### config.mk
export PLATFORM = sky130hd
export DESIGN_NAME = dst_stencil_flat
export DESIGN_NICKNAME = d
export VERILOG_FILES = /design/src/hw/rtl/dst_pkg.sv /design/src/hw/rtl/dst_if.sv /design/src/hw/rtl/dst_stencil.sv /design/src/flat_wrapper.sv
export SDC_FILE = /design/constraint.sdc
export NUM_CORES = 2
export LEC_CHECK = 0
export BUFFER_PORTS_ARGS = -buffer_cell sky130_fd_sc_hd__buf_2
export CORE_UTILIZATION = 50
export CTS_CLUSTER_DIAMETER = 150
export CTS_CLUSTER_SIZE = 30
export DETAILED_ROUTE_END_ITERATION = 10
export PLACE_DENSITY = 0.68
export SLEW_MARGIN = 20
export SYNTH_ARGS = -nofsm -noshare
export SYNTH_HDL_FRONTEND = slang
export SYNTH_SLANG_ARGS = --single-unit
### constraint.sdc
create_clock -name clk -period 25.4 [get_ports clk]
set_clock_uncertainty 0.05 [all_clocks]
set_input_delay 5.08 -clock clk [delete_from_list [all_inputs] [get_ports clk]]
set_output_delay 5.08 -clock clk [all_outputs]
set_load 0.005 [all_outputs]
### src/hw/rtl/dst_pkg.sv
// Shared constants, register map and result tag type for the diffusion stencil.
// No dependencies; every other file of the block imports this package.

package dst_pkg;

  // Default sizes handed to the top level parameters
  localparam int DEF_MAX_COLS   = 1024;
  localparam int DEF_VALUE_BITS = 16;

  // Fixed field widths
  localparam int GAIN_W      = 16;
  localparam int COLS_CFG_W  = 11;
  localparam int ROWS_CFG_W  = 13;
  localparam int COL_IDX_W   = 10;
  localparam int ROW_W       = 12;
  localparam int MAX_ROWS    = 4096;
  localparam int MIN_GRID    = 2;

  // Fixed point: gains are Q0.16, results rounded to nearest
  localparam int FRAC_BITS  = 16;
  localparam int ROUND_HALF = 1 << (FRAC_BITS - 1);

  // Configuration port
  localparam int CFG_IDX_W  = 4;
  localparam int CFG_DATA_W = 16;

  localparam logic [CFG_IDX_W-1:0] REG_GAIN_X    = CFG_IDX_W'(0);
  localparam logic [CFG_IDX_W-1:0] REG_GAIN_Y    = CFG_IDX_W'(1);
  localparam logic [CFG_IDX_W-1:0] REG_GRID_COLS = CFG_IDX_W'(2);
  localparam logic [CFG_IDX_W-1:0] REG_GRID_ROWS = CFG_IDX_W'(3);

  localparam logic [GAIN_W-1:0]     GAIN_RESET = GAIN_W'(8192);
  localparam logic [COLS_CFG_W-1:0] COLS_RESET = COLS_CFG_W'(1024);
  localparam logic [ROWS_CFG_W-1:0] ROWS_RESET = ROWS_CFG_W'(1024);

  // Position and flags that travel with each result through the arithmetic
  typedef struct packed {
    logic [COL_IDX_W-1:0] col_index;
    logic [ROW_W-1:0]     row_index;
    logic                 grid_done;
    logic                 run_last;
  } res_tag_t;

endpackage

### src/hw/rtl/dst_if.sv


interface dst_result_if
  import dst_pkg::*;
#(
  parameter int VALUE_BITS = DEF_VALUE_BITS
) ();
  logic                  valid;
  logic                  ready;
  logic [COL_IDX_W-1:0]  col_index;
  logic [ROW_W-1:0]      row_index;
  logic [VALUE_BITS-1:0] conc_out;
  logic                  grid_done;
  logic                  run_last;

  modport source (output valid, output col_index, output row_index, output conc_out,
                  output grid_done, output run_last, input ready);
  modport sink   (input valid, input col_index, input row_index, input conc_out,
                  input grid_done, input run_last, output ready);
endinterface


### src/hw/rtl/dst_stencil.sv
// Stencil arithmetic: Laplacian terms, gain products, round and saturate into the result register.
// Depends on dst_pkg and dst_result_if; the result register is its only stage.

module dst_stencil
  import dst_pkg::*;
#(
  parameter int VALUE_BITS = DEF_VALUE_BITS
) (
  input  logic                  clk,
  input  logic                  rst,
  input  logic [GAIN_W-1:0]     gain_x,
  input  logic [GAIN_W-1:0]     gain_y,
  input  logic                  op_valid,
  output logic                  op_ready,
  input  logic [VALUE_BITS-1:0] op_c,
  input  logic [VALUE_BITS-1:0] op_l,
  input  logic [VALUE_BITS-1:0] op_r,
  input  logic [VALUE_BITS-1:0] op_d,
  input  logic [VALUE_BITS-1:0] op_u,
  input  res_tag_t              op_tag,
  dst_result_if.source          result
);

  localparam int LAP_W  = VALUE_BITS + 2;
  localparam int PROD_W = LAP_W + GAIN_W + 1;
  localparam int SUM_W  = PROD_W + 1;
  localparam int QUO_W  = SUM_W - FRAC_BITS;

  // Second differences
  logic signed [LAP_W-1:0]  lap_x;
  logic signed [LAP_W-1:0]  lap_y;

  // Gain products
  logic signed [PROD_W-1:0] gx_ext;
  logic signed [PROD_W-1:0] gy_ext;
  logic signed [PROD_W-1:0] lx_ext;
  logic signed [PROD_W-1:0] ly_ext;
  logic signed [PROD_W-1:0] prod_x;
  logic signed [PROD_W-1:0] prod_y;

  // Sum, round and clamp
  logic signed [SUM_W-1:0]  base_s;
  logic signed [SUM_W-1:0]  sum_s;
  logic [QUO_W-1:0]         quo;
  logic [VALUE_BITS-1:0]    conc_sat;

  // Result register
  logic                     res_valid;
  logic [VALUE_BITS-1:0]    res_conc;
  res_tag_t                 res_tag;

  // Take a new operand set when the result register is empty or drains
  assign op_ready = !res_valid || result.ready;

  assign lap_x = $signed(LAP_W'(op_l) + LAP_W'(op_r) - (LAP_W'(op_c) << 1));
  assign lap_y = $signed(LAP_W'(op_d) + LAP_W'(op_u) - (LAP_W'(op_c) << 1));

  assign gx_ext = PROD_W'(gain_x);
  assign gy_ext = PROD_W'(gain_y);
  assign lx_ext = PROD_W'(lap_x);
  assign ly_ext = PROD_W'(lap_y);
  assign prod_x = gx_ext * lx_ext;
  assign prod_y = gy_ext * ly_ext;

  // Old value in Q.16, plus both terms, plus half an LSB
  assign base_s = SUM_W'({op_c, {FRAC_BITS{1'b0}}});
  assign sum_s  = base_s + SUM_W'(prod_x) + SUM_W'(prod_y) + SUM_W'(ROUND_HALF);
  assign quo    = sum_s[SUM_W-1:FRAC_BITS];

  // Clamp negatives to zero and overflow to full scale
  always_comb begin
    if (quo[QUO_W-1]) begin
      conc_sat = '0;
    end else if (|quo[QUO_W-2:VALUE_BITS]) begin
      conc_sat = '1;
    end else begin
      conc_sat = quo[VALUE_BITS-1:0];
    end
  end

  // Result valid
  always_ff @(posedge clk) begin
    if (rst) begin
      res_valid <= 1'b0;
    end else if (op_ready) begin
      res_valid <= op_valid;
    end
  end

  // Result payload
  always_ff @(posedge clk) begin
    if (op_ready && op_valid) begin
      res_conc <= conc_sat;
      res_tag  <= op_tag;
    end
  end

  assign result.valid     = res_valid;
  assign result.conc_out  = res_conc;
  assign result.col_index = res_tag.col_index;
  assign result.row_index = res_tag.row_index;
  assign result.grid_done = res_tag.grid_done;
  assign result.run_last  = res_tag.run_last;

endmodule

### src/flat_wrapper.sv
// flat-port wrapper written by rule: the top's interface ports become plain ports
module dst_stencil_flat import dst_pkg::*;
#(
  parameter int VALUE_BITS = DEF_VALUE_BITS
)
  (clk, rst, gain_x, gain_y, op_valid, op_ready, op_c, op_l, op_r, op_d, op_u, op_tag, result_valid, result_col_index, result_row_index, result_conc_out, result_grid_done, result_run_last, result_ready);
  dst_result_if #(.VALUE_BITS(VALUE_BITS)) result_i ();
  input  logic clk;
  input  logic rst;
  input  logic [GAIN_W-1:0] gain_x;
  input  logic [GAIN_W-1:0] gain_y;
  input  logic op_valid;
  output logic op_ready;
  input  logic [VALUE_BITS-1:0] op_c;
  input  logic [VALUE_BITS-1:0] op_l;
  input  logic [VALUE_BITS-1:0] op_r;
  input  logic [VALUE_BITS-1:0] op_d;
  input  logic [VALUE_BITS-1:0] op_u;
  input  res_tag_t op_tag;
  output wire logic [$bits(result_i.valid)-1:0] result_valid;
  output wire logic [$bits(result_i.col_index)-1:0] result_col_index;
  output wire logic [$bits(result_i.row_index)-1:0] result_row_index;
  output wire logic [$bits(result_i.conc_out)-1:0] result_conc_out;
  output wire logic [$bits(result_i.grid_done)-1:0] result_grid_done;
  output wire logic [$bits(result_i.run_last)-1:0] result_run_last;
  input wire logic [$bits(result_i.ready)-1:0] result_ready;
  assign result_valid = result_i.valid;
  assign result_col_index = result_i.col_index;
  assign result_row_index = result_i.row_index;
  assign result_conc_out = result_i.conc_out;
  assign result_grid_done = result_i.grid_done;
  assign result_run_last = result_i.run_last;
  assign result_i.ready = result_ready;
  dst_stencil #(.VALUE_BITS(VALUE_BITS)) u_core (.clk(clk), .rst(rst), .gain_x(gain_x), .gain_y(gain_y), .op_valid(op_valid), .op_ready(op_ready), .op_c(op_c), .op_l(op_l), .op_r(op_r), .op_d(op_d), .op_u(op_u), .op_tag(op_tag), .result(result_i));
endmodule
# After elaboration in Yosys (flattened, before gate mapping)
# Cells that the tools add are included.
[totals]
inputBits = 140
regBits = 41
[op_classes]
addsub = 7
n_reduce_logical = 4
mul = 2
n_mux = 1
[op_table]
columns = ["op", "n"]
rows = [
  ["$mul A17 B18 Y35", 2],
  ["$add A33 B35 Y36", 1],
  ["$add A36 B17 Y36 const B", 1],
  ["$add A36 B35 Y36", 1],
  ["$sub A17 B17 Y18", 2],
  ["$add A16 B16 Y17", 2],
  ["$mux W16", 1],
  ["$reduce_or A3 Y1", 1],
  ["$logic_and A1 B1 Y1", 1],
  ["$logic_not A1 Y1", 1],
  ["$logic_or A1 B1 Y1", 1],
]

# Logic depth before layout (Yosys ltp)
[logic_depth]
depth_word = 8
ltp_mapped = 40
depth_no_buf = 38

# Worst setup path before layout
# No wires, ideal clock.
[synth_path]
kind = "input to register"
from = "input op_d[2]"
to = "register u_core.res_conc[12] (netlist: u_core.result.conc_out[12]) (data pin)"
setup_ns = 0.254
slack_ns = 10.121
arrival_time_ns = 14.975
path_stages = 34
path_cell_list = "inv_1 -> fa_1 -> inv_1 -> ha_1 -> a21oi_1 -> nor2b_1 -> o21ai_1 -> a21o_1 -> a211o_1 -> nand3_1 -> a311oi_2 -> clkbuf_1 -> o21ai_0 -> fa_1 -> fa_1 -> fa_1 -> fa_1 -> inv_1 -> fa_1 -> fa_1 -> inv_1 -> fa_1 -> inv_1 -> ha_1 -> nand2_2 -> o31ai_2 -> o21ai_1 -> a21oi_2 -> o211ai_2 -> a2111oi_4 -> nor4_1 -> a311o_2 -> buf_6 -> o21a_1"
[synth_via]
elab_chain_len = 7
[synth_rtl]
columns = ["element", "line_no", "rtl"]
rows = [
  ["start: declaration", "flat_wrapper.sv:17", "input logic [VALUE_BITS-1:0] op_d;"],
  ["$add A16 B16 Y17 *", "dst_stencil.sv:56", "assign lap_y = $signed(LAP_W'(op_d) + LAP_W'(op_u) - (LAP_W'(op_c) << 1));"],
  ["$sub A17 B17 Y18 *", "dst_stencil.sv:56", ""],
  ["$mul A17 B18 Y35 *", "dst_stencil.sv:63", "assign prod_y = gy_ext * ly_ext;"],
  ["$add A36 B35 Y36 *", "dst_stencil.sv:67", "assign sum_s = base_s + SUM_W'(prod_x) + SUM_W'(prod_y) + SUM_W'(ROUND_HALF);"],
  ["$add A36 B17 Y36 *", "dst_stencil.sv:67", ""],
  ["$reduce_or A3 Y1", "dst_stencil.sv:74", "end else if (|quo[QUO_W-2:VALUE_BITS]) begin"],
  ["$mux W16", "dst_stencil.sv:74", ""],
  ["end signal: assignment", "dst_stencil.sv:93", "res_conc <= conc_sat;"],
  ["end: declaration", "dst_stencil.sv:49", "logic [VALUE_BITS-1:0] res_conc;"],
]
# Every way passes the cells marked *; elsewhere a longest branch is shown, timed or not.
# A chain may end at the register's enable or synchronous reset.

# Final worst setup path
[layout_path]
from = "input op_c[1]"
to = "register u_core.res_conc[5] (netlist: u_core.result.conc_out[5]) (data pin)"
[layout_via]
elab_chain_len = 7
elab_cells_between_ends = 9
cone_classes = "5 x add/sub; 2 x mul; 1 x mux; 1 x reduce/logical"
[layout_rtl]
columns = ["element", "line_no", "rtl"]
rows = [
  ["start: declaration", "flat_wrapper.sv:14", "input logic [VALUE_BITS-1:0] op_c;"],
  ["$sub A17 B17 Y18", "dst_stencil.sv:55", "assign lap_x = $signed(LAP_W'(op_l) + LAP_W'(op_r) - (LAP_W'(op_c) << 1));"],
  ["$mul A17 B18 Y35", "dst_stencil.sv:62", "assign prod_x = gx_ext * lx_ext;"],
  ["$add A33 B35 Y36", "dst_stencil.sv:67", ""],
  ["$add A36 B35 Y36 *", "dst_stencil.sv:67", ""],
  ["$add A36 B17 Y36 *", "dst_stencil.sv:67", ""],
  ["$reduce_or A3 Y1", "dst_stencil.sv:74", ""],
  ["$mux W16", "dst_stencil.sv:74", ""],
]
# Marked as above.

==> metrics.md <==
| Metric | Value |
|---|---|
| Status | `completed` |
| Hold Fails Final Rpt | `0` |
| Avg Cell Area, Syn | `9.43 um^2` |
| Worst EP required | `about 25000 ps` |
| Element type at the critical path start | `input pin` |
| Top Ports | `roughly 180` |
| WP buf/inv | `5` |
| RePlAce Congestion | `around 0.93` |
| Slowest CP cell | `fa_1` |
| Via count | `~19000` |
| Most frequent CP cell | `fa_1` |
| Reg2Reg Launch Point | `u_core.result.valid` |
| Max Clock Freq | `62.3 MHz` |
| Clock sink count | `41` |
| Fin Setup TNS | `0 ps` |
| CP endpoint | `u_core.result.conc_out[5]` |
| Min cycle time layout | `approximately 16000 ps` |
| Share of layout cells above drive strength 1 | `between 8 and 9%` |
| Worst hold margin | `472 ps` |
| Post-synth EDFFs | `40` |
| CORE AREA | `around 53000 um^2` |
| Post_cts resized | `0` |
| CTS Buffer Depth | `2` |
| Synth unique cells | `65` |
| Slew HR | `20.9%` |
| Unrepaired setup endpoints after global routing | `no` |
| Synth Cell Area | `~27000 um^2` |
| Vias in the first global route | `between 20000 and 25000` |
| Max_cap viols | `0` |
| H-tree levels | `2` |
| CTS tree | `yes` |
| HPWL Detailed | `a little under 60000 um` |
| DRC | `0` |
| Initial antenna violation count | `1` |
| Final ANT Viol Nets | `0` |
| Initial Utilization | `between 50% and 60%` |
| Cells after synthesis | `about 2900` |
| DIE AREA | `between 50000 and 60000 um^2` |
| Cts hold-fix bufs | `0` |
| Utilization after layout | `between 50% and 60%` |
| Slew @ Worst Pin | `approximately 1200 ps` |
| Setup-failing EPs final | `0` |
| Crit-path leading delay family | `adder cells` |
| CP max stage delay | `940 ps` |
| Post-synthesis sequential area ratio | `between 4 and 5%` |
| Setup Buffers After CTS | `0` |
| Post-synth net total | `3907` |
| CP arrival | `16050 ps` |
| Worst Setup SP | `op_c[1]` |
| CP Depth | `33` |
| Worst reg2reg endpoint | `u_core.result.conc_out[6]` |
| Die height | `235 um` |
| Port-buffer cells | `181` |
| Crit end category | `flip-flop` |
| Final nets | `just over 4000` |
| Clock transition at path regs | `roughly 60 ps` |
| Initial DRC count | `~1100` |
| Final slew viol count | `0` |
| Std-Cell Rows | `84` |
| CTS buffer count | `5` |
| Overflow after GRT | `0` |
| Top FF cell, synth | `edfxtp_1` |
| Largest net degree at the start of global routing | `just over 40` |
| Max FO, Critical Path | `24` |
| Initial DRT Pass Iterations | `5` |
| HP Class | `flip-flop to flip-flop` |
| P&R area growth vs syn | `6.70%` |
| Clock Latency Late Sink | `approximately 280 ps` |
| Synth Register Bits | `41` |
| First-pass GRT wire length | `~110000 um` |
| Routed length per instance | `~19 um` |
| Register-to-Register Path Depth | `2` |
| Yosys warns | `0` |
| Filler cell count | `4841` |
| Vias per cell | `~5.2` |
| FF-to-FF setup slack | `around 24000 ps` |
| Period utilisation layout | `between 60% and 70%` |
| Asr flop ratio synth | `0%` |
| Fin cells | `3681` |
| Gr usage total | `between 20% and 30%` |
| Die width | `between 200 and 250 um` |
| Post-placement cell count | `around 3700` |
| Root Driver | `clkbuf_16` |
| DRT Wirelength | `just under 70000 um` |
| WS Path Type | `input pin to flip-flop` |
-- per-layer routing --
layer	global-route usage (%)	up-vias	part of all wire [%]
li1	-	8452	-
met1	32.5	9967	37
met2	48.4	596	52
met3	1.96	171	4.3
met4	13.1	0	5.9
met5	0	-	0
-- cell usage in the layout (no fill, tap or decap), types with 7 or more instances in the layout --
cell	n
o21a_1	38
xnor2_2	7
and3_1	20
nor3b_1	12
fa_1	709
and2_1	298
a21o_1	8
or3_1	9
nor2b_1	31
nand2b_1	19
buf_4	23
o21ai_0	29
ha_1	191
xor2_1	8
buf_2	181
inv_1	901
nand2_1	226
edfxtp_1	40
xnor2_1	35
o21ai_1	8
nor3_1	16
nand3_1	20
nor2_1	39
a21oi_1	38
-- layout make-up --
type / instances / area [um^2] / area share (%)
timing repair buffer: 204 / 1080 / 3.74
antenna: 1 / 2.50 / 0.00868
clock inverter: 2 / 13.8 / 0.0477
inverter: 901 / 3380 / 11.7
sequential: 41 / 1220 / 4.23
multi-input combinational: 1838 / 22100 / 76.8
clock buffer: 6 / 139 / 0.481
tap: 688 / 861 / 2.98
-- cell families (layout without fill, tap and decap cells) --
family	count (synthesis)	in the layout	synth area share [%]
buffers and inverters	988	1113	13.8
adder cells (fa/ha/maj)	900	900	61.3
AND/OR/NAND/NOR	713	713	14.0
AO/OA/AOI/OAI	173	173	4.61
XOR/XNOR	50	50	1.62
flip-flops	41	41	4.52
multiplexers	2	2	0.0741
other	0	1	0
-- sequential cells by signal, indices dropped and copies added, names as in the netlist --
name,count
u_core.result.conc_out,16
u_core.result.grid_done,1
u_core.result.col_index,10
u_core.result.row_index,12
u_core.result.run_last,1
u_core.result.valid,1
-- worst min-delay path: cells and delay by family (launching register included) --
kind,cells,cell delay (ps)
compound gates,1,70
flops,1,320
simple gates,1,100
-- synth_stat cells, types with 3 or more instances --
| library cell | count | area [um^2] |
|---|---|---|
| nand2b_1 | 19 | 119 |
| a21oi_1 | 38 | 190 |
| o21bai_1 | 3 | 22.5 |
| a211oi_1 | 6 | 45.0 |
| inv_1 | 901 | 3380 |
| clkbuf_1 | 71 | 267 |
| nor3_1 | 16 | 80.1 |
| o21ai_1 | 8 | 40.0 |
| xnor2_1 | 42 | 368 |
| a211o_1 | 3 | 26.3 |
| or3b_2 | 5 | 43.8 |
| xor2_1 | 8 | 70.1 |
| nand3_1 | 20 | 100 |
| nand2_1 | 226 | 848 |
| nor2b_1 | 31 | 194 |
| or3_1 | 9 | 56.3 |
| nand4_1 | 4 | 25.0 |
| and2_1 | 299 | 1870 |
| a21o_1 | 8 | 60.1 |
| o21a_1 | 38 | 285 |
| nor3b_1 | 12 | 90.1 |
| and3_1 | 20 | 125 |
| buf_1 | 6 | 22.5 |
| a21oi_2 | 4 | 35.0 |
| buf_2 | 8 | 40.0 |
| nor2_1 | 41 | 154 |
| edfxtp_1 | 40 | 1200 |
| ha_1 | 191 | 2390 |
| fa_1 | 709 | 14200 |
| o21ai_0 | 30 | 150 |
-- through the flow --
step / setup slack, ps / area [um^2]
after CTS: 9560 / 28800
after global routing: 8970 / 28800
after global placement: 9630 / 28700
after detailed placement: 9290 / 28700
after floorplan: 10120 / 27000
final: 9340 / 28800
-- worst min-delay path by stage --
stage	from	to	slack [ps]	cells past startpoint
floorplan	u_core.result.valid	u_core.result.valid	470	2
global placement	u_core.result.valid	u_core.result.valid	440	2
detailed placement	u_core.result.valid	u_core.result.valid	460	2
CTS	u_core.result.valid	u_core.result.valid	470	2
global route	u_core.result.valid	u_core.result.valid	510	2
finish	u_core.result.valid	u_core.result.valid	470	2
Power is not shown: default switching activity piles up to over one toggle a cycle in this logic, so the estimate is an artifact.
